===== config.mk =====
export PLATFORM = sky130hd
export DESIGN_NAME = cpu_core_hotplug_governor_unit
export DESIGN_NICKNAME = d
export VERILOG_FILES = /design/src/rtl/core/chg_pkg.sv /design/src/rtl/core/chg_lvl_lane.sv /design/src/rtl/core/chg_load_lane.sv /design/src/rtl/core/chg_update.sv /design/src/rtl/core/cpu_core_hotplug_governor_unit.sv
export SDC_FILE = /design/constraint.sdc
export NUM_CORES = 1
export LEC_CHECK = 0
export ABC_AREA = 0
export BUFFER_PORTS_ARGS = -buffer_cell sky130_fd_sc_hd__buf_4
export CORE_UTILIZATION = 25
export CTS_CLUSTER_SIZE = 12
export DETAILED_ROUTE_END_ITERATION = 7
export GPL_ROUTABILITY_DRIVEN = 1
export SLEW_MARGIN = 5
export SYNTH_ARGS = -nofsm -noshare
export SYNTH_HDL_FRONTEND = slang
export SYNTH_SLANG_ARGS = --single-unit

===== constraint.sdc =====
create_clock -name clk -period 4.5 [get_ports clk]
set_input_delay 0.675 -clock clk [delete_from_list [all_inputs] [get_ports clk]]
set_output_delay 0.675 -clock clk [all_outputs]
set_load 0.05 [all_outputs]

===== src/rtl/core/chg_pkg.sv =====
// Shared types, constants and threshold tables for the core hotplug governor.
// Used by every module of the governor; depends on nothing else.
`default_nettype none

package chg_pkg;

  localparam int NUM_CORES      = 4;
  localparam int LOAD_FRAC_BITS = 11;
  localparam int LOAD_W         = 20;
  localparam int LANES          = 3;
  localparam int HYST_W         = 8;
  localparam int THR_W          = 5;
  localparam int SUM_W          = 9;
  localparam int CMP_W          = (SUM_W + LOAD_FRAC_BITS > LOAD_W) ?
                                  (SUM_W + LOAD_FRAC_BITS) : LOAD_W;
  localparam int MASK_W         = 4;
  localparam int LVL_W          = 3;
  localparam int HOLD_W         = 4;
  localparam int PROF_W         = 3;
  localparam int CFG_IDX_W      = 3;
  localparam int CFG_DATA_W     = 20;
  localparam int IN_DATA_W      = 80;
  localparam int OUT_DATA_W     = 16;

  localparam int SAMPLE_MS      = 268;
  localparam int CAP_PER_THREAD = 339 - 50;

  localparam int THR_380  = (CAP_PER_THREAD * 380 * 4) / 100000;
  localparam int THR_625  = (CAP_PER_THREAD * 625 * 4) / 100000;
  localparam int THR_750  = (CAP_PER_THREAD * 750 * 4) / 100000;
  localparam int THR_875  = (CAP_PER_THREAD * 875 * 4) / 100000;
  localparam int THR_1125 = (CAP_PER_THREAD * 1125 * 4) / 100000;
  localparam int THR_1625 = (CAP_PER_THREAD * 1625 * 4) / 100000;
  localparam int THR_2125 = (CAP_PER_THREAD * 2125 * 4) / 100000;

  localparam logic [HOLD_W-1:0] HOLD_TWO   = HOLD_W'(2500 / SAMPLE_MS);
  localparam logic [HOLD_W-1:0] HOLD_THREE = HOLD_W'(1700 / SAMPLE_MS);
  localparam logic [HOLD_W-1:0] HOLD_FOUR  = HOLD_W'(1000 / SAMPLE_MS);
  localparam logic [HOLD_W-1:0] HOLD_WAKE  = HOLD_W'(3500 / SAMPLE_MS);

  localparam logic [MASK_W-1:0] CORE_MASK = MASK_W'((1 << NUM_CORES) - 1);
  localparam logic [MASK_W-1:0] CORE_ZERO = MASK_W'(1);

  localparam logic [PROF_W-1:0] PROF_BALANCE      = 3'd0;
  localparam logic [PROF_W-1:0] PROF_PERFORMANCE  = 3'd1;
  localparam logic [PROF_W-1:0] PROF_CONSERVATIVE = 3'd2;
  localparam logic [PROF_W-1:0] PROF_ECO          = 3'd3;
  localparam logic [PROF_W-1:0] PROF_ECO_EXTREME  = 3'd4;

  localparam logic [CFG_IDX_W-1:0] REG_PLUG_ENABLE   = 3'd0;
  localparam logic [CFG_IDX_W-1:0] REG_TOUCH_BOOST   = 3'd1;
  localparam logic [CFG_IDX_W-1:0] REG_PROFILE       = 3'd2;
  localparam logic [CFG_IDX_W-1:0] REG_HYSTERESIS    = 3'd3;
  localparam logic [CFG_IDX_W-1:0] REG_LOAD_THRESH   = 3'd4;

  typedef enum logic [1:0] {
    CMD_TICK    = 2'd0,
    CMD_SUSPEND = 2'd1,
    CMD_RESUME  = 2'd2,
    CMD_TOUCH   = 2'd3
  } cmd_t;

  typedef struct packed {
    logic              plug_enable;
    logic              touch_boost_enable;
    logic [PROF_W-1:0] profile_select;
    logic [HYST_W-1:0] hysteresis;
    logic [LOAD_W-1:0] core_load_threshold;
  } cfg_t;

  typedef struct packed {
    logic [LANES-1:0] lvl_hit;
    logic [LANES:1]   load_low;
  } tick_flags_t;

  typedef struct packed {
    logic              is_suspended;
    logic [HOLD_W-1:0] hold_count;
    logic [LVL_W-1:0]  run_level;
    logic [MASK_W-1:0] online_mask;
  } result_t;

  function automatic logic [THR_W-1:0] prof_thr(input logic [PROF_W-1:0] prof,
                                                input int idx);
    int v;
    v = 0;
    case (prof)
      PROF_BALANCE:      v = (idx == 0) ? THR_625 : (idx == 1) ? THR_875 : THR_1125;
      PROF_PERFORMANCE:  v = (idx == 0) ? THR_380 : (idx == 1) ? THR_625 : THR_875;
      PROF_CONSERVATIVE: v = (idx == 0) ? THR_875 : (idx == 1) ? THR_1625 : THR_2125;
      PROF_ECO:          v = (idx == 0) ? THR_380 : 0;
      PROF_ECO_EXTREME:  v = (idx == 0) ? THR_750 : 0;
      default:           v = 0;
    endcase
    return THR_W'(v);
  endfunction

endpackage

`default_nettype wire


===== src/rtl/core/chg_lvl_lane.sv =====
// One level lane: tests the average run queue against one widened threshold.
// Depends on chg_pkg.
`default_nettype none

module chg_lvl_lane (
  input  wire logic [chg_pkg::THR_W-1:0]  thr,
  input  wire logic                       add_hyst,
  input  wire logic [chg_pkg::HYST_W-1:0] hysteresis,
  input  wire logic                       small_shift,
  input  wire logic [chg_pkg::LOAD_W-1:0] avg,
  output logic                            hit
);
  import chg_pkg::*;

  logic [SUM_W-1:0] sum;
  logic [CMP_W-1:0] lim_small;
  logic [CMP_W-1:0] lim_large;

  assign sum       = SUM_W'(thr) + (add_hyst ? SUM_W'(hysteresis) : SUM_W'(0));
  assign lim_small = CMP_W'(sum) << (LOAD_FRAC_BITS - 1);
  assign lim_large = CMP_W'(sum) << (LOAD_FRAC_BITS - (NUM_CORES - 1));
  assign hit       = CMP_W'(avg) <= (small_shift ? lim_small : lim_large);

endmodule

`default_nettype wire


===== src/rtl/core/chg_load_lane.sv =====
// One core lane: flags a core whose load is below the drop threshold.
// Depends on chg_pkg.
`default_nettype none

module chg_load_lane (
  input  wire logic [chg_pkg::LOAD_W-1:0] load,
  input  wire logic [chg_pkg::LOAD_W-1:0] threshold,
  output logic                            low
);
  import chg_pkg::*;

  assign low = load < threshold;

endmodule

`default_nettype wire


===== src/rtl/core/chg_update.sv =====
// Merge stage: combines the lane results into a level and updates the governor state.
// The state registers double as the result beat. Depends on chg_pkg.
`default_nettype none

module chg_update (
  input  wire logic                 clk,
  input  wire logic                 rst,
  input  wire logic                 step,
  input  wire chg_pkg::cmd_t        cmd,
  input  wire chg_pkg::tick_flags_t flags,
  input  wire chg_pkg::cfg_t        cfg,
  output chg_pkg::result_t          state
);
  import chg_pkg::*;

  logic [MASK_W-1:0] core_online, core_online_next;
  logic [LVL_W-1:0]  last_level, last_level_next;
  logic [HOLD_W-1:0] hold_ticks, hold_ticks_next;
  logic              suspend_flag, suspend_flag_next;

  logic [LVL_W-1:0]  lvl;
  logic [LVL_W-1:0]  n_online;
  logic [HOLD_W-1:0] hold_dec;
  logic              wide_table;

  function automatic logic [MASK_W-1:0] drop_cores(input logic [MASK_W-1:0] online,
                                                   input int keep_upto,
                                                   input logic [LANES:1] low);
    logic [MASK_W-1:0] m;
    m = online;
    for (int c = 1; c < NUM_CORES && c <= LANES; c++) begin
      if (online[c] && c > keep_upto && low[c]) begin
        m[c] = 1'b0;
      end
    end
    return m;
  endfunction

  function automatic logic [MASK_W-1:0] raise_cores(input logic [MASK_W-1:0] online,
                                                    input int count);
    logic [MASK_W-1:0] m;
    m = online;
    for (int i = 1; i < MASK_W; i++) begin
      if (i < count) begin
        m[i] = 1'b1;
      end
    end
    return m & CORE_MASK;
  endfunction

  always_comb begin
    n_online = '0;
    for (int i = 0; i < MASK_W; i++) begin
      n_online = n_online + LVL_W'(core_online[i]);
    end
  end

  assign wide_table = (NUM_CORES > 2) && (cfg.profile_select < PROF_ECO);

  always_comb begin
    if (wide_table) begin
      if (flags.lvl_hit[0]) begin
        lvl = LVL_W'(1);
      end else if (flags.lvl_hit[1]) begin
        lvl = LVL_W'(2);
      end else if (flags.lvl_hit[2]) begin
        lvl = LVL_W'(3);
      end else begin
        lvl = LVL_W'(4);
      end
    end else begin
      lvl = flags.lvl_hit[0] ? LVL_W'(1) : LVL_W'(2);
    end
  end

  assign hold_dec = (hold_ticks != '0) ? hold_ticks - HOLD_W'(1) : hold_ticks;

  always_comb begin
    core_online_next  = core_online;
    last_level_next   = last_level;
    hold_ticks_next   = hold_ticks;
    suspend_flag_next = suspend_flag;
    if (cfg.plug_enable) begin
      unique case (cmd)
        CMD_TICK: begin
          last_level_next = lvl;
          if (!suspend_flag) begin
            hold_ticks_next = hold_dec;
            if (lvl == LVL_W'(1)) begin
              if (hold_dec == '0) begin
                core_online_next = drop_cores(core_online, 0, flags.load_low);
              end
            end else if (lvl == LVL_W'(2)) begin
              if (hold_dec == '0) begin
                hold_ticks_next = HOLD_TWO;
              end
              core_online_next = (n_online < LVL_W'(2)) ? raise_cores(core_online, 2) :
                                 drop_cores(core_online, 1, flags.load_low);
            end else if (lvl == LVL_W'(3)) begin
              if (hold_dec == '0) begin
                hold_ticks_next = HOLD_THREE;
              end
              core_online_next = (n_online < LVL_W'(3)) ? raise_cores(core_online, 3) :
                                 drop_cores(core_online, 2, flags.load_low);
            end else begin
              if (hold_dec == '0) begin
                hold_ticks_next = HOLD_FOUR;
              end
              if (n_online < LVL_W'(4)) begin
                core_online_next = raise_cores(core_online, 4);
              end
            end
          end
        end
        CMD_SUSPEND: begin
          suspend_flag_next = 1'b1;
          core_online_next  = CORE_ZERO;
        end
        CMD_RESUME: begin
          hold_ticks_next   = HOLD_WAKE;
          suspend_flag_next = 1'b0;
          core_online_next  = CORE_MASK;
        end
        CMD_TOUCH: begin
          if (cfg.touch_boost_enable && n_online < LVL_W'(2)) begin
            core_online_next = (core_online | MASK_W'(2)) & CORE_MASK;
          end
        end
        default: begin
          core_online_next = core_online;
        end
      endcase
    end
  end

  always_ff @(posedge clk) begin
    if (rst) begin
      core_online  <= CORE_ZERO;
      last_level   <= '0;
      hold_ticks   <= '0;
      suspend_flag <= 1'b0;
    end else if (step) begin
      core_online  <= core_online_next;
      last_level   <= last_level_next;
      hold_ticks   <= hold_ticks_next;
      suspend_flag <= suspend_flag_next;
    end
  end

  assign state.online_mask  = core_online;
  assign state.run_level    = last_level;
  assign state.hold_count   = hold_ticks;
  assign state.is_suspended = suspend_flag;

endmodule

`default_nettype wire


===== src/rtl/core/cpu_core_hotplug_governor_unit.sv =====
// Top level of the core hotplug governor: input stage, level and core lanes, merge stage.
// Depends on chg_pkg, chg_lvl_lane, chg_load_lane and chg_update.
`default_nettype none

// Each input beat is one event: a sampling tick, suspend, resume or touch. A beat is
// registered in the input stage and settled by the merge stage once the output can take
// it; the merge stage writes the governor state, the result beat, one per event. Events
// stream at one per cycle while results are taken, passing the input register and then
// the state register. The user must write configuration through cfg_we, cfg_index and
// cfg_data only while no event is in flight; the block does not enforce this.
module cpu_core_hotplug_governor_unit (
  input  wire logic                              clk,
  input  wire logic                              rst,
  input  wire logic                              cfg_we,
  input  wire logic [chg_pkg::CFG_IDX_W-1:0]     cfg_index,
  input  wire logic [chg_pkg::CFG_DATA_W-1:0]    cfg_data,
  input  wire logic                              s_tvalid,
  output logic                                   s_tready,
  // avg_run_queue, core1_load, core2_load, core3_load
  input  wire logic [chg_pkg::IN_DATA_W-1:0]     s_tdata,
  // cmd
  input  wire logic [1:0]                        s_tuser,
  output logic                                   m_tvalid,
  input  wire logic                              m_tready,
  // online_mask, run_level, hold_count, is_suspended, zero fill
  output logic [chg_pkg::OUT_DATA_W-1:0]         m_tdata
);
  import chg_pkg::*;

  cfg_t              cfg;
  logic              s1_valid;
  cmd_t              s1_cmd;
  logic [LOAD_W-1:0] s1_avg;
  logic [LOAD_W-1:0] s1_load [1:LANES];
  logic              step;
  logic              small_shift;
  tick_flags_t       flags;
  result_t           state;

  always_ff @(posedge clk) begin
    if (rst) begin
      cfg.plug_enable         <= 1'b0;
      cfg.touch_boost_enable  <= 1'b1;
      cfg.profile_select      <= PROF_BALANCE;
      cfg.hysteresis          <= HYST_W'(8);
      cfg.core_load_threshold <= LOAD_W'(722);
    end else if (cfg_we) begin
      unique case (cfg_index)
        REG_PLUG_ENABLE: cfg.plug_enable         <= cfg_data[0];
        REG_TOUCH_BOOST: cfg.touch_boost_enable  <= cfg_data[0];
        REG_PROFILE:     cfg.profile_select      <= cfg_data[PROF_W-1:0];
        REG_HYSTERESIS:  cfg.hysteresis          <= cfg_data[HYST_W-1:0];
        REG_LOAD_THRESH: cfg.core_load_threshold <= cfg_data[LOAD_W-1:0];
        default: begin
        end
      endcase
    end
  end

  assign step     = s1_valid && (!m_tvalid || m_tready);
  assign s_tready = !s1_valid || step;

  always_ff @(posedge clk) begin
    if (rst) begin
      s1_valid <= 1'b0;
      m_tvalid <= 1'b0;
    end else begin
      if (s_tready) begin
        s1_valid <= s_tvalid;
      end
      if (step) begin
        m_tvalid <= 1'b1;
      end else if (m_tready) begin
        m_tvalid <= 1'b0;
      end
    end
  end

  always_ff @(posedge clk) begin
    if (s_tvalid && s_tready) begin
      s1_cmd <= cmd_t'(s_tuser);
      s1_avg <= s_tdata[LOAD_W-1:0];
      for (int i = 1; i <= LANES; i++) begin
        s1_load[i] <= s_tdata[i*LOAD_W +: LOAD_W];
      end
    end
  end

  assign small_shift = cfg.profile_select >= PROF_ECO;

  for (genvar g = 0; g < LANES; g++) begin : g_lanes
    chg_lvl_lane u_lvl (
      .thr        (prof_thr(cfg.profile_select, g)),
      .add_hyst   (state.run_level <= LVL_W'(g + 1)),
      .hysteresis (cfg.hysteresis),
      .small_shift(small_shift),
      .avg        (s1_avg),
      .hit        (flags.lvl_hit[g])
    );

    chg_load_lane u_load (
      .load      (s1_load[g+1]),
      .threshold (cfg.core_load_threshold),
      .low       (flags.load_low[g+1])
    );
  end

  chg_update u_update (
    .clk   (clk),
    .rst   (rst),
    .step  (step),
    .cmd   (s1_cmd),
    .flags (flags),
    .cfg   (cfg),
    .state (state)
  );

  assign m_tdata = OUT_DATA_W'(state);

`ifndef SYNTHESIS
  a_core_zero: assert property (@(posedge clk) disable iff (rst)
    m_tvalid |-> state.online_mask[0])
    else $error("core zero went offline");

  a_suspend_mask: assert property (@(posedge clk) disable iff (rst)
    state.is_suspended |-> (state.online_mask[MASK_W-1:2] == '0))
    else $error("upper cores online during suspend");

  a_stall_holds_input: assert property (@(posedge clk) disable iff (rst)
    (s1_valid && m_tvalid && !m_tready) |-> !s_tready)
    else $error("input taken while both stages are full");

  a_step_gives_beat: assert property (@(posedge clk) disable iff (rst)
    step |=> m_tvalid)
    else $error("state update without a result beat");
`endif

endmodule

`default_nettype wire

==> Yosys cells after proc, flatten, opt, wreduce, memory -nomap -nowiden <==
Memories as Yosys holds them, arrays and structs flattened.
Index checks and enable logic that the tools add are counted.
{ "classes": {"addsub": 7, "magnitude_cmp": 14, "n_eq_ne": 23, "muxes": 41, "bitwise": 2, "reduce_logical": 31} }
{ "op_table": {"columns": ["operator", "count"], "rows": [
  ["4-bit two-way mux", 16],
  ["20-bit by 19-bit less-or-equal comparator with 1-bit output", 3],
  ["20-bit less-than comparator", 3],
  ["19-bit two-way mux", 3],
  ["4-bit one-hot mux with 4 select lines", 2],
  ["5-bit one-hot mux with 3 select lines", 2],
  ["8-bit two-way mux", 3],
  ["5-bit by 9-bit adder with 9-bit output", 2],
  ["3-bit by 2-bit equality test with 1-bit output (second input constant)", 6],
  ["8-bit AND reduction", 2],
  ["3-bit two-way mux", 4],
  ["5-bit by 3-bit inequality test with 1-bit output (second input constant)", 2],
  ["2-bit AND reduction", 5],
  ["4-bit by 9-bit adder with 9-bit output", 1],
  ["3-bit by 1-bit equality test with 1-bit output (second input constant)", 3],
  ["3-bit by 2-bit less-than comparator with 1-bit output (second input constant)", 3],
  ["9-bit AND reduction", 1],
  ["4-bit by 3-bit inequality test with 1-bit output (second input constant)", 2],
  ["4-bit one-hot mux with 2 select lines", 1],
  ["4-bit AND reduction", 2],
  ["1-bit two-way mux", 7],
  ["3-bit by 1-bit adder with 3-bit output", 2],
  ["3-bit equality test (second input constant)", 2],
  ["3-bit by 2-bit less-or-equal comparator with 1-bit output (second input constant)", 2],
  ["other kinds (24)", 39]
]} }
{ "word_totals": {"register_bits": 69, "mem_bits_rw": 60, "word_cells": 135, "n_memories": 1} }
{ "memory_table": {"columns": ["memory", "depth", "width", "read_ports", "rd_clocked_by_memory_dff", "write_ports", "line_no", "rtl"], "rows": [
  ["s1_load", 3, 20, 3, 0, 3, "cpu_core_hotplug_governor_unit.sv:34", "logic [LOAD_W-1:0] s1_load [1:LANES];"]
]} }

==> Longest topological paths before layout <==
Gate-level depths: netlist of run 1.
{ "depth": {"ltp_word": 15, "ltp_mapped": 24} }

==> Modules after synthesis <==
A second synthesis of run 1 with hierarchy kept.
{ "hier_totals": {"hier_cells": 869, "area_unflattened_um2": 8709.6} }
{ "by_module_without_submodules": {"columns": ["module", "n_inst", "cells_per_inst", "area_each_um2", "seq_area_each_um2"], "rows": [
  ["cpu_core_hotplug_governor_unit", 1, 253, 4112.7, 3163.0],
  ["chg_lvl_lane", 3, 98, 723.2, 0.0],
  ["chg_load_lane", 3, 65, 479.2, 0.0],
  ["chg_update", 1, 127, 989.7, 240.2]
]} }

==> Worst setup path after synthesis of run 1 <==
Ideal clock, no wire load.
{ "synth_path": {"path_type": "flip-flop to flip-flop", "startpoint": "register cfg[29] (netlist name)", "endpoint": "register u_update.core_online[3]", "setup_ns": 0.120, "arrival_time_ns": 4.529, "required_time_ns": 4.380, "path_slack_ns": -0.148, "stages_incl_launch_ff": 22, "n_path_buf": 2, "synth_period_minus_slack_ns": 4.648, "path_cell_list": "dfxtp_1 > clkbuf_1 > a21oi_2 > clkinv_1 > clkbuf_1 > fa_1 > inv_1 > maj3_1 > a21oi_1 > nand2b_1 > a21oi_2 > mux2i_1 > a32oi_1 > ha_1 > nand4b_4 > or3_1 > o21ai_2 > a31oi_2 > or3b_1 > nand2_1 > a2111oi_0 > a211o_1"} }
{ "synth_via": {"elab_chain_len": 15, "elab_cells_between_ends": 38, "cone_classes": "add/sub: 3; order compare: 5; eq/ne: 11; mux: 16; reduce/logical: 3"} }
{ "synth_rtl": {"columns": ["element", "line_no", "rtl"], "rows": [
  ["3-bit by 2-bit equality test with 1-bit output (tied with other cells)", "chg_pkg.sv:87", "case (prof)"],
  ["5-bit one-hot mux with 3 select lines", "chg_pkg.sv:87", null],
  ["5-bit by 9-bit adder with 9-bit output", "chg_lvl_lane.sv:19", "assign sum = SUM_W'(thr) + (add_hyst ? SUM_W'(hysteresis) : SUM_W'(0));"],
  ["19-bit two-way mux", "chg_lvl_lane.sv:22", "assign hit = CMP_W'(avg) <= (small_shift ? lim_small : lim_large);"],
  ["20-bit by 19-bit less-or-equal comparator with 1-bit output", "chg_lvl_lane.sv:22", null],
  ["3-bit two-way mux", "chg_update.sv:66", "end else if (flags.lvl_hit[2]) begin"],
  ["3-bit two-way mux", "chg_update.sv:64", "end else if (flags.lvl_hit[1]) begin"],
  ["3-bit two-way mux", "chg_update.sv:62", "if (flags.lvl_hit[0]) begin"],
  ["3-bit two-way mux *", "chg_update.sv:61", "if (wide_table) begin"],
  ["3-bit by 2-bit equality test with 1-bit output", "chg_update.sv:99", "end else if (lvl == LVL_W'(3)) begin"],
  ["4-bit two-way mux", "chg_update.sv:99", null],
  ["4-bit two-way mux", "chg_update.sv:93", "end else if (lvl == LVL_W'(2)) begin"],
  ["4-bit two-way mux", "chg_update.sv:89", "if (lvl == LVL_W'(1)) begin"],
  ["4-bit two-way mux", "chg_update.sv:87", "if (!suspend_flag) begin"],
  ["4-bit one-hot mux with 4 select lines", "chg_update.sv:84", "unique case (cmd)"],
  ["end signal: assignment", "chg_update.sv:143", "core_online <= core_online_next;"],
  ["end: declaration", "chg_update.sv:16", "logic [MASK_W-1:0] core_online, core_online_next;"]
]} }
Every way passes the cells marked *; elsewhere a longest branch is shown, timed or not. The select of a mux whose other input is x is not followed.
A chain may end at the register's enable or synchronous reset.

==> Final worst setup path of run 1 <==
{ "layout_path": {"startpoint": "register cfg[30] (netlist name)", "endpoint": "register u_update.core_online[3]"} }
{ "layout_via": {"elab_chain_len": 15, "elab_cells_between_ends": 38, "cone_classes": "add/sub: 3; order compare: 5; eq/ne: 11; mux: 16; reduce/logical: 3"} }
{ "layout_rtl": {"columns": ["element", "line_no"], "rows": [
  ["3-bit by 2-bit equality test with 1-bit output (tied with other cells)", "chg_pkg.sv:87"],
  ["5-bit one-hot mux with 3 select lines", "chg_pkg.sv:87"],
  ["5-bit by 9-bit adder with 9-bit output", "chg_lvl_lane.sv:19"],
  ["19-bit two-way mux", "chg_lvl_lane.sv:22"],
  ["20-bit by 19-bit less-or-equal comparator with 1-bit output", "chg_lvl_lane.sv:22"],
  ["3-bit two-way mux", "chg_update.sv:66"],
  ["3-bit two-way mux", "chg_update.sv:64"],
  ["3-bit two-way mux", "chg_update.sv:62"],
  ["3-bit two-way mux *", "chg_update.sv:61"],
  ["3-bit by 2-bit equality test with 1-bit output", "chg_update.sv:99"],
  ["4-bit two-way mux", "chg_update.sv:99"],
  ["4-bit two-way mux", "chg_update.sv:93"],
  ["4-bit two-way mux", "chg_update.sv:89"],
  ["4-bit two-way mux", "chg_update.sv:87"],
  ["4-bit one-hot mux with 4 select lines", "chg_update.sv:84"]
]} }
Marks and branches as above.

==> impl_metrics.csv, run 1 <==
group,metric,value,unit
global_route,grt_antenna_before_repair,0,
critical_path,r2r_setup_slack,0.23,ns
clocking,clk_pin_slew,0.06,ns
synth,synth_top_area_cell,"edfxtp_1",
global_route,track_usage,13.1,%
timing,max_freq,234,MHz
critical_path,r2r_start,"cfg[30]",
global_route,top_usage_layer,"met2",
die,dieHeight,181,um
clocking,clockBufferDepth,2,
job,maxCapViolCount,0,
worst_hold_path,hold-path-cell-count,1,
placement,gp_congestion,0.912,
die,die_w,181,um
synth,synth_edf_count,82,
critical_path,arrival,4.59,ns
global_route,grt_pass1_vias,6407,
critical_path,crit_required,4.82,ns
worst_hold_path,min_from,"s_tdata[32]",
global_route,globalRouteMet2Util,22.0,%
die,core_area,0.0316,mm2
critical_path,r2r_end,"u_update.core_online[3]",
clocking,postCtsHoldBufs,0,
die,initial_core_util,25.4,%
global_route,grt_util_met1,16.2,%
placement,hpwlAfterDp,16.4,mm
detailed_routing,vias,6318,
power,p_per_area,313,mW/mm2
finish,num-fill-cells,3203,
timing,rsz0062_at_grt,"true",
timing,slew_violations,0,
critical_path,cp-start-kind,"flip-flop",
synth,synth.top_cell.area_share,30.7,%
timing,whs,0.408,ns
die,placement_rows,65,
global_route,grt_max_degree,70,
synth,yosys-top-cells-area,"edfxtp_1, ha_1, dfxtp_1, nand2_1, a21oi_1",
die,fp.dieArea,0.0328,mm2
detailed_routing,drt-total-wl,21.1,mm
global_route,grt_pass1_wl,33.5,mm
synth,synth-main-ff-cell,"edfxtp_1",
clocking,ctsRootBufferMaster,"clkbuf_16",
run_status,outcome,"finished clean",
critical_path,crit_fanout,4,
clocking,cts_buffers,17,
timing,finalCritPeriodShare,94.9,%
global_route,grt_overflow,0,
timing,max_slew_margin,37.3,%
synth,ys_warn_count,0,
clocking,clkSinkCount,129,
timing,tightest_slew,0.941,ns
clocking,insertion_delay,0.43,ns
detailed_routing,ant_nets,0,
finish,multi_input_area,0.00442,mm2
timing,period_needed,4.27,ns
finish,nets,1166,
finish,insertedDiodeCount,0,
synth,synthCells,805,
synth,ys_ff_latch,129,
detailed_routing,wl_per_cell,15.5,um
critical_path,crit_type,"flip-flop to flip-flop",
worst_hold_path,hp-class,"input pin to flip-flop",
placement,port_buffers,123,
critical_path,ff2ff_path_depth,20,
finish,seqCellArea,0.00341,mm2
synth,yosysSeqAreaShare,42.4,%
clocking,cts_tree,"yes",
placement,placedCellCount,1323,
die,ios,128,
power,vdd_ir_drop_max,212,uV
finish,drive_above_1_share,22.4,%
detailed_routing,dr.pass1.iters,5,
finish,syn2layout_area_growth,27.9,%
timing,clock_skew,0.0102,ns
timing,setup_violations,0,
critical_path,crit_path_end_kind,"flip-flop",
synth,async_flop_share,0,%
synth,yosysMostFrequentCell,"ha_1",
synth,ys_types,69,
worst_hold_path,whs_endpoint,"s1_load[0][32]",
detailed_routing,post-route-drc-count,0,
synth,netlist_top_cells_count,"ha_1, nand2_1, edfxtp_1, nor2_1, a21oi_1",
finish,instances_no_fill,1358,
synth,avgSynthCellArea,9.96,um2
timing,hold_violations,0,
synth,syn_area,0.00802,mm2
detailed_routing,detail_route.iter0.violations,230,
global_route,gr-usage-met3,3.57,%
power,p_leak,4.21,nW
detailed_routing,viasPerCell,4.65,
clocking,cts_max_level,4,
==> through the flow <==
stage	cell area [um2]	setup WS [ns]	power [mW]	utilization [%]	TNS, ns
after floorplan	8040	0.0258	1.60	-	0
after global placement	9490	0.153	1.75	30.1	0
after global routing	10300	-0.0616	3.34	32.5	-0.0889
after CTS	10100	0.0245	3.24	32.1	0
after detailed placement	9490	0.0403	1.76	30.1	0
final	10300	0.230	3.21	32.5	0
==> sequential cells by signal, indices dropped and copies added (netlist names) <==
name and count:
s1_load 60, cfg 33, s1_avg 20, u_update.core_online 4, u_update.hold_ticks 4, u_update.last_level 3
s1_cmd 2, m_tvalid 1, s1_valid 1, u_update.suspend_flag 1
==> cells in the final DEF (no fill, tap or decap), types with 3 or more instances in the layout <==
cell	count
o21bai_1	5
o211ai_1	9
nand3_1	14
a21oi_2	4
nor4_1	3
mux2i_1	18
and3_1	4
nand2b_1	13
clkbuf_16	17
inv_1	48
o21ai_0	26
buf_4	146
fa_1	3
ha_1	109
nor3_1	12
nand2_1	93
bufinv_16	3
nor2b_1	16
a21oi_1	57
dfxtp_1	43
a211oi_1	15
xor2_1	3
conb_1	4
nand3b_1	7
inv_6	3
xnor2_1	16
nor2_1	58
and2_1	7
a21o_1	13
inv_8	4
a311oi_1	3
nand4_1	15
clkinv_4	3
dfxtp_2	4
a31oi_1	3
or3_1	3
a211o_1	7
edfxtp_1	82
==> timing repair <==
item / CTS / global route
gates resized for setup: 0 / 30
buffers inserted: 0 / 3
hold endpoints to repair: 0 / 0
setup endpoints to repair: 0 / 10
==> report_power, final <==
| group | switching (mW) | internal [mW] |
|---|---|---|
| Combinational | 0.210 | 0.187 |
| Sequential | 0.0290 | 1.32 |
| Clock | 0.579 | 0.891 |
| Total | 0.818 | 2.40 |
==> worst max-delay path, cell delays in order, from the launching register on <==
cell	delay (ns)
dfxtp_2	0.35
buf_4	0.15
a21oi_4	0.14
buf_4	0.14
ha_1	0.22
and3_1	0.14
o21a_1	0.16
o22ai_1	0.26
o21ai_2	0.14
mux2i_1	0.14
a32o_1	0.21
a32oi_1	0.24
ha_1	0.30
o21ai_0	0.11
nor2_1	0.07
o21bai_1	0.35
a31oi_2	0.16
or3b_1	0.41
nand2_1	0.12
a2111oi_2	0.06
a211o_1	0.29
==> logic make-up (layout without fill, tap and decap cells) <==
group	Yosys count	in the layout	share of synthesized area, %
simple gates	266	266	16.5
compound gates	176	176	14.5
flops	129	129	42.4
fa+ha+maj	115	115	18.2
buf+inv	81	229	4.04
xor+xnor	19	19	2.08
mux	18	18	2.25
other cells	1	4	0.0468
==> cell type report <==
class	count	share of cell area, %
flip-flops and latches	129	33.2
inverters	50	1.84
clock inverters	15	1.94
well taps	402	4.91
repair buffers	147	10.8
clock buffers	17	4.15
multi-input cells	598	43.1
==> metal layers <==
metal / vias to the layer above / wire, um
met5: - / 0
met3: 31 / 998
met4: 0 / 433
met2: 135 / 10100
met1: 2941 / 9530
li1: 3211 / -
==> worst max path at each step <==
| stage | depth (start not counted) | slack [ns] | from | to |
|---|---|---|---|---|
| floorplan | 21 | 0.03 | u_update.last_level[1] | u_update.core_online[3] |
| global placement | 20 | 0.15 | cfg[28] | u_update.core_online[3] |
| detailed placement | 22 | 0.04 | cfg[30] | u_update.core_online[3] |
| CTS | 20 | 0.02 | cfg[30] | u_update.core_online[3] |
| global route | 18 | -0.06 | cfg[30] | u_update.core_online[2] |
| finish | 20 | 0.23 | cfg[30] | u_update.core_online[3] |
Power figures use the tool's default switching activity.
==> inputs of run 2 (changes only) <==
==> constraint.sdc (replaced) <==
create_clock -name clk -period 3.65 [get_ports clk]
set_input_delay 0.365 -clock clk [delete_from_list [all_inputs] [get_ports clk]]
set_output_delay 0.365 -clock clk [all_outputs]
set_load 0.05 [all_outputs]
==> run 2 against run 1 <==
  * Largest cell class unchanged
  * Critical path type unchanged
  * Register-to-register slack lost 0.71 ns
  * The flow now finishes with violations (negative setup slack)
  * Design area rose by 8.3%
  * Critical endpoint unchanged
  * Fmax rose by 3.4%
  * Sequential cell count unchanged
  * Power grew 20%
  * Via count grew 5.5%
==> impl_metrics.csv, run 2 (synthesized netlist as in run 1, its figures left out) <==
group,metric,value,unit
power,p_leak,4.63,nW
timing,tightest_slew,0.845,ns
finish,largest_reg_flops,60,
timing,fin_setup_tns,-3.37,ns
timing,hold_violations,0,
die,ios,128,
global_route,grt_max_degree,50,
worst_hold_path,hp-class,"input pin to flip-flop",
finish,insertedDiodeCount,0,
finish,final_core_util,35.2,%
finish,layout_common_cells,"buf_4, ha_1, nand2_1",
die,dieHeight,181,um
finish,multi_input_area,0.00468,mm2
global_route,grt_overflow,0,
critical_path,crit_required,3.97,ns
finish,nets,1248,
finish,seqCellArea,0.00343,mm2
run_status,violations,"negative setup slack",
detailed_routing,viasPerCell,4.63,
run_status,outcome,"complete, but fails checks",
timing,setup_violations,10,
worst_hold_path,min_from,"s_tdata[20]",
die,fp.dieArea,0.0328,mm2
critical_path,crit_type,"flip-flop to flip-flop",
finish,regMostFlops,"s1_load",
critical_path,r2r_setup_slack,-0.48,ns
clocking,cts_buffers,17,
clocking,ctsRootBufferMaster,"clkbuf_16",
placement,placedCellCount,1378,
clocking,clockBufferDepth,2,
die,initial_core_util,25.4,%
worst_hold_path,hold-path-cell-count,1,
detailed_routing,drt-total-wl,21.9,mm
clocking,clk_pin_slew,0.07,ns
finish,num-fill-cells,3147,
power,p_per_area,346,mW/mm2
clocking,cts_max_level,4,
critical_path,ff2ff_path_depth,20,
timing,max_slew_margin,43.5,%
finish,instances_no_fill,1440,
placement,hpwlAfterDp,17.0,mm
die,core_area,0.0316,mm2
placement,port_buffers,123,
critical_path,r2r_start,"u_update.last_level[1]",
timing,slew_violations,0,
critical_path,crit_path_end_kind,"flip-flop",
job,maxCapViolCount,0,
clocking,clkSinkCount,129,
clocking,cts_tree,"yes",
detailed_routing,wl_per_cell,15.2,um
worst_hold_path,whs_endpoint,"s1_load[0][20]",
timing,worst_slack,-0.478,ns
power,vdd_ir_drop_max,278,uV
global_route,grt_pass1_vias,6899,
finish,drive_above_1_share,33.1,%
global_route,track_usage,13.7,%
timing,clock_skew,0.00687,ns
global_route,grt_pass1_wl,35.2,mm
detailed_routing,dr.pass1.iters,4,
finish,layout_commonest_cell,"buf_4",
die,die_w,181,um
detailed_routing,detail_route.iter0.violations,242,
timing,finalCritPeriodShare,113,%
finish,reg_top3,"s1_load x60, cfg x33, s1_avg x20",
critical_path,arrival,4.45,ns
detailed_routing,ant_nets,0,
finish,syn2layout_area_growth,38.5,%
global_route,grt_antenna_before_repair,0,
clocking,insertion_delay,0.43,ns
detailed_routing,vias,6664,
die,placement_rows,65,
critical_path,r2r_end,"u_update.core_online[3]",
timing,period_needed,4.13,ns
timing,rsz0062_at_grt,"true",
detailed_routing,post-route-drc-count,0,
critical_path,crit_fanout,7,
clocking,postCtsHoldBufs,0,
timing,max_freq,242,MHz
critical_path,cp-start-kind,"flip-flop",
placement,gp_congestion,0.871,
## run 2: layout make-up
class                           count  area share (%)
Clock inverter                     14            1.12
Clock buffer                       18            3.86
Inverter                           50            1.70
Tap cell                          402            4.53
Multi-Input combinational cell    598            42.2
Timing Repair Buffer              229            15.8
Sequential cell                   129            30.8
## run 2: worst max-delay path, stage by stage, from the launching register on
cell       delay [ns]
dfxtp_4          0.34
and2_4           0.17
nor2_4           0.12
nand2_2          0.07
fa_2             0.39
inv_2            0.07
maj3_2           0.22
a21oi_2          0.06
nand2b_4         0.14
a21oi_4          0.17
mux2i_1          0.23
a32oi_1          0.14
ha_1             0.34
nand4b_4         0.13
or3_4            0.36
o21ai_4          0.19
a31oi_4          0.09
or3b_4           0.42
nand2_2          0.08
a2111oi_1        0.05
a211o_1          0.24
## run 2: worst max path at each step
stage | start | to | slack, ns | cells past startpoint
floorplan | cfg[29] | u_update.core_online[3] | -0.50 | 20
CTS | cfg[30] | u_update.core_online[3] | -0.47 | 21
finish | u_update.last_level[1] | u_update.core_online[3] | -0.48 | 20
global placement | cfg[30] | u_update.core_online[3] | -0.62 | 21
global route | cfg[28] | u_update.core_online[3] | -0.66 | 20
detailed placement | cfg[30] | u_update.core_online[2] | -0.70 | 22
## run 2: routing by layer
| metal | wire length, um | vias to the layer above | track usage (%) |
|---|---|---|---|
| met3 | 919 | 31 | 3.35 |
| li1 | - | 3376 | - |
| met4 | 641 | 0 | 5.97 |
| met1 | 9760 | 3120 | 16.4 |
| met2 | 10500 | 137 | 23.4 |
| met5 | 0 | - | 0 |
## run 2: per-stage QoR
step	hold slack [ns]	power (mW)	cell area (um2)	setup WS, ns
floorplan	0.432	1.98	8190	-0.504
global placement	0.443	2.20	10000	-0.617
detailed placement	0.448	2.21	10000	-0.702
CTS	0.0744	3.88	11000	-0.466
global route	0.0857	4.02	11100	-0.661
finish	0.106	3.84	11100	-0.478
## run 2: power by group
part	switching, mW	leakage, nW	internal (mW)
clock network	0.730	0.268	0.893
logic	0.279	3.18	0.284
registers	0.0353	1.19	1.62
total	1.04	4.63	2.80
## run 2: repair_timing
item,4_1_cts,5_1_grt
setup endpoints to repair,10,10
resized for setup,53,30
pin swaps,37,28
buffers inserted,25,8
==> inputs of run 3 (changes only) <==
- CORE_UTILIZATION: 25 -> 35
==> run 3 against run 2 <==
  * Sequential power hardly changed
  * The run still ends with negative setup slack left
  * Largest cell class unchanged
  * Critical path depth is 5 higher
  * Combinational power is 3% lower
==> impl_metrics.csv, run 3 (synthesized netlist as in run 1, its figures left out) <==
group,metric,value,unit
power,p_leak,4.63,nW
detailed_routing,viasPerCell,4.99,
timing,max_slew_margin,47.2,%
placement,port_buffers,123,
clocking,clockBufferDepth,2,
power,p_per_area,366,mW/mm2
timing,period_needed,4.11,ns
job,maxCapViolCount,0,
power,vdd_ir_drop_max,305,uV
timing,setup_violations,10,
detailed_routing,detail_route.iter0.violations,337,
finish,insertedDiodeCount,0,
finish,layout_common_cells,"buf_4, ha_1, nand2_1",
global_route,grt_pass1_vias,6629,
die,die_w,153,um
timing,slew_violations,0,
power,swShare,26.2,%
clocking,cts_tree,"yes",
finish,syn2layout_area_growth,35.7,%
die,placement_rows,55,
power,comb_power_share,13.8,%
clocking,ctsRootBufferMaster,"clkbuf_16",
placement,gp_congestion,0.888,
critical_path,crit_required,3.96,ns
timing,tightest_slew,0.790,ns
global_route,grt_max_degree,51,
clocking,cts_max_level,4,
global_route,grt_antenna_before_repair,0,
timing,max_freq,243,MHz
critical_path,crit_type,"flip-flop to flip-flop",
critical_path,crit_fanout,7,
timing,hold_violations,0,
clocking,clk_pin_slew,0.07,ns
detailed_routing,post-route-drc-count,0,
detailed_routing,ant_nets,0,
die,initial_core_util,35.5,%
critical_path,crit_path_end_kind,"flip-flop",
clocking,cts_buffers,17,
placement,hpwlAfterDp,15.9,mm
clocking,postCtsHoldBufs,0,
run_status,violations,"negative setup slack",
clocking,insertion_delay,0.43,ns
finish,largest_reg_flops,60,
die,core_area,0.0226,mm2
global_route,track_usage,18.0,%
power,switchingPower,1.04,mW
timing,worst_slack,-0.462,ns
timing,rsz0062_at_grt,"true",
global_route,grt_pass1_wl,33.2,mm
worst_hold_path,hp-class,"input pin to flip-flop",
power,p_int,2.94,mW
global_route,grt_overflow,0,
die,ios,128,
timing,clock_skew,0.0125,ns
timing,fin_setup_tns,-3.25,ns
power,power_frac_seq,41.6,%
timing,finalCritPeriodShare,113,%
die,fp.dieArea,0.0235,mm2
finish,drive_above_1_share,31.3,%
detailed_routing,wl_per_cell,15.7,um
detailed_routing,dr.pass1.iters,5,
detailed_routing,vias,6581,
power,power_frac_clock,44.6,%
run_status,outcome,"complete, but fails checks",
clocking,clkSinkCount,129,
finish,nets,1245,
finish,regMostFlops,"s1_load",
finish,layout_commonest_cell,"buf_4",
finish,final_core_util,48.2,%
critical_path,arrival,4.43,ns
finish,reg_top3,"s1_load x60, cfg x33, s1_avg x20",
detailed_routing,drt-total-wl,20.7,mm
die,dieHeight,153,um
critical_path,cp-start-kind,"flip-flop",
## run 3: layout make-up
type | instances | area (um2)
Fill cell | 2098 | 11700
Multi-Input combinational cell | 598 | 4590
Sequential cell | 129 | 3420
Timing Repair Buffer | 226 | 1720
Clock buffer | 17 | 425
Tap cell | 285 | 357
Clock inverter | 15 | 191
Inverter | 50 | 189
## run 3: metal layers
layer | vias up | wire (um) | global-route usage, %
met3 | 34 | 1110 | 4.99
li1 | 3373 | - | -
met5 | - | 0 | 0
met1 | 3020 | 9220 | 22.4
met2 | 154 | 9840 | 30.1
met4 | 0 | 526 | 6.19
## run 3: final timing paths
| kind | slack, ns | endpoint | startpoint | cells after the start |
|---|---|---|---|---|
| worst max register to register | -0.46 | u_update.core_online[3] | u_update.last_level[2] | 25 |
| worst min register to register | 0.45 | cfg[25] | cfg[25] | 2 |
| worst min-delay path | 0.11 | s1_load[0][64] | s_tdata[64] | 1 |
| worst max-delay path | -0.46 | u_update.core_online[3] | u_update.last_level[2] | 25 |
## run 3: repair_timing
item | in CTS | in global routing
endpoints found under the hold margin | 0 | 0
endpoints found under the setup margin | 10 | 10
resized for setup | 24 | 28
pin swaps | 16 | 35
setup buffers | 23 | 6
## run 3: stage by stage
step,total power [mW],std cells,area [um2],hold WS [ns],worst slack [ns]
3_5_place_dp,2.21,1259,9850,0.444,-0.565
3_3_place_gp,2.20,1259,9850,0.443,-0.419
2_1_floorplan,1.98,808,8190,0.432,-0.504
4_1_cts,4.02,1314,10700,0.0887,-0.428
5_1_grt,4.16,1320,10900,0.0890,-0.644
6_report,3.98,1320,10900,0.111,-0.462
## run 3: critical path, cell delays in order, from the launching register on
cell	delay, ns
dfxtp_4	0.36
nand2b_4	0.15
nor2_2	0.05
buf_4	0.12
buf_4	0.12
buf_4	0.12
buf_4	0.12
buf_4	0.12
buf_4	0.12
buf_4	0.12
buf_4	0.12
buf_4	0.12
buf_4	0.12
buf_4	0.12
xnor2_1	0.14
nor2_1	0.11
ha_1	0.20
nor2b_1	0.13
o211ai_1	0.10
a211o_1	0.35
a31oi_4	0.30
or3b_1	0.17
nand2_1	0.07
buf_4	0.13
a21o_1	0.15
a211o_1	0.28
## run 3: power groups by stage
stage	registers, mW	clock network (mW)	logic [mW]
floorplan	1.68	0	0.298
global placement	1.69	0	0.512
detailed placement	1.69	0	0.518
CTS	1.66	1.82	0.538
global route	1.66	1.88	0.614
finish	1.66	1.78	0.547
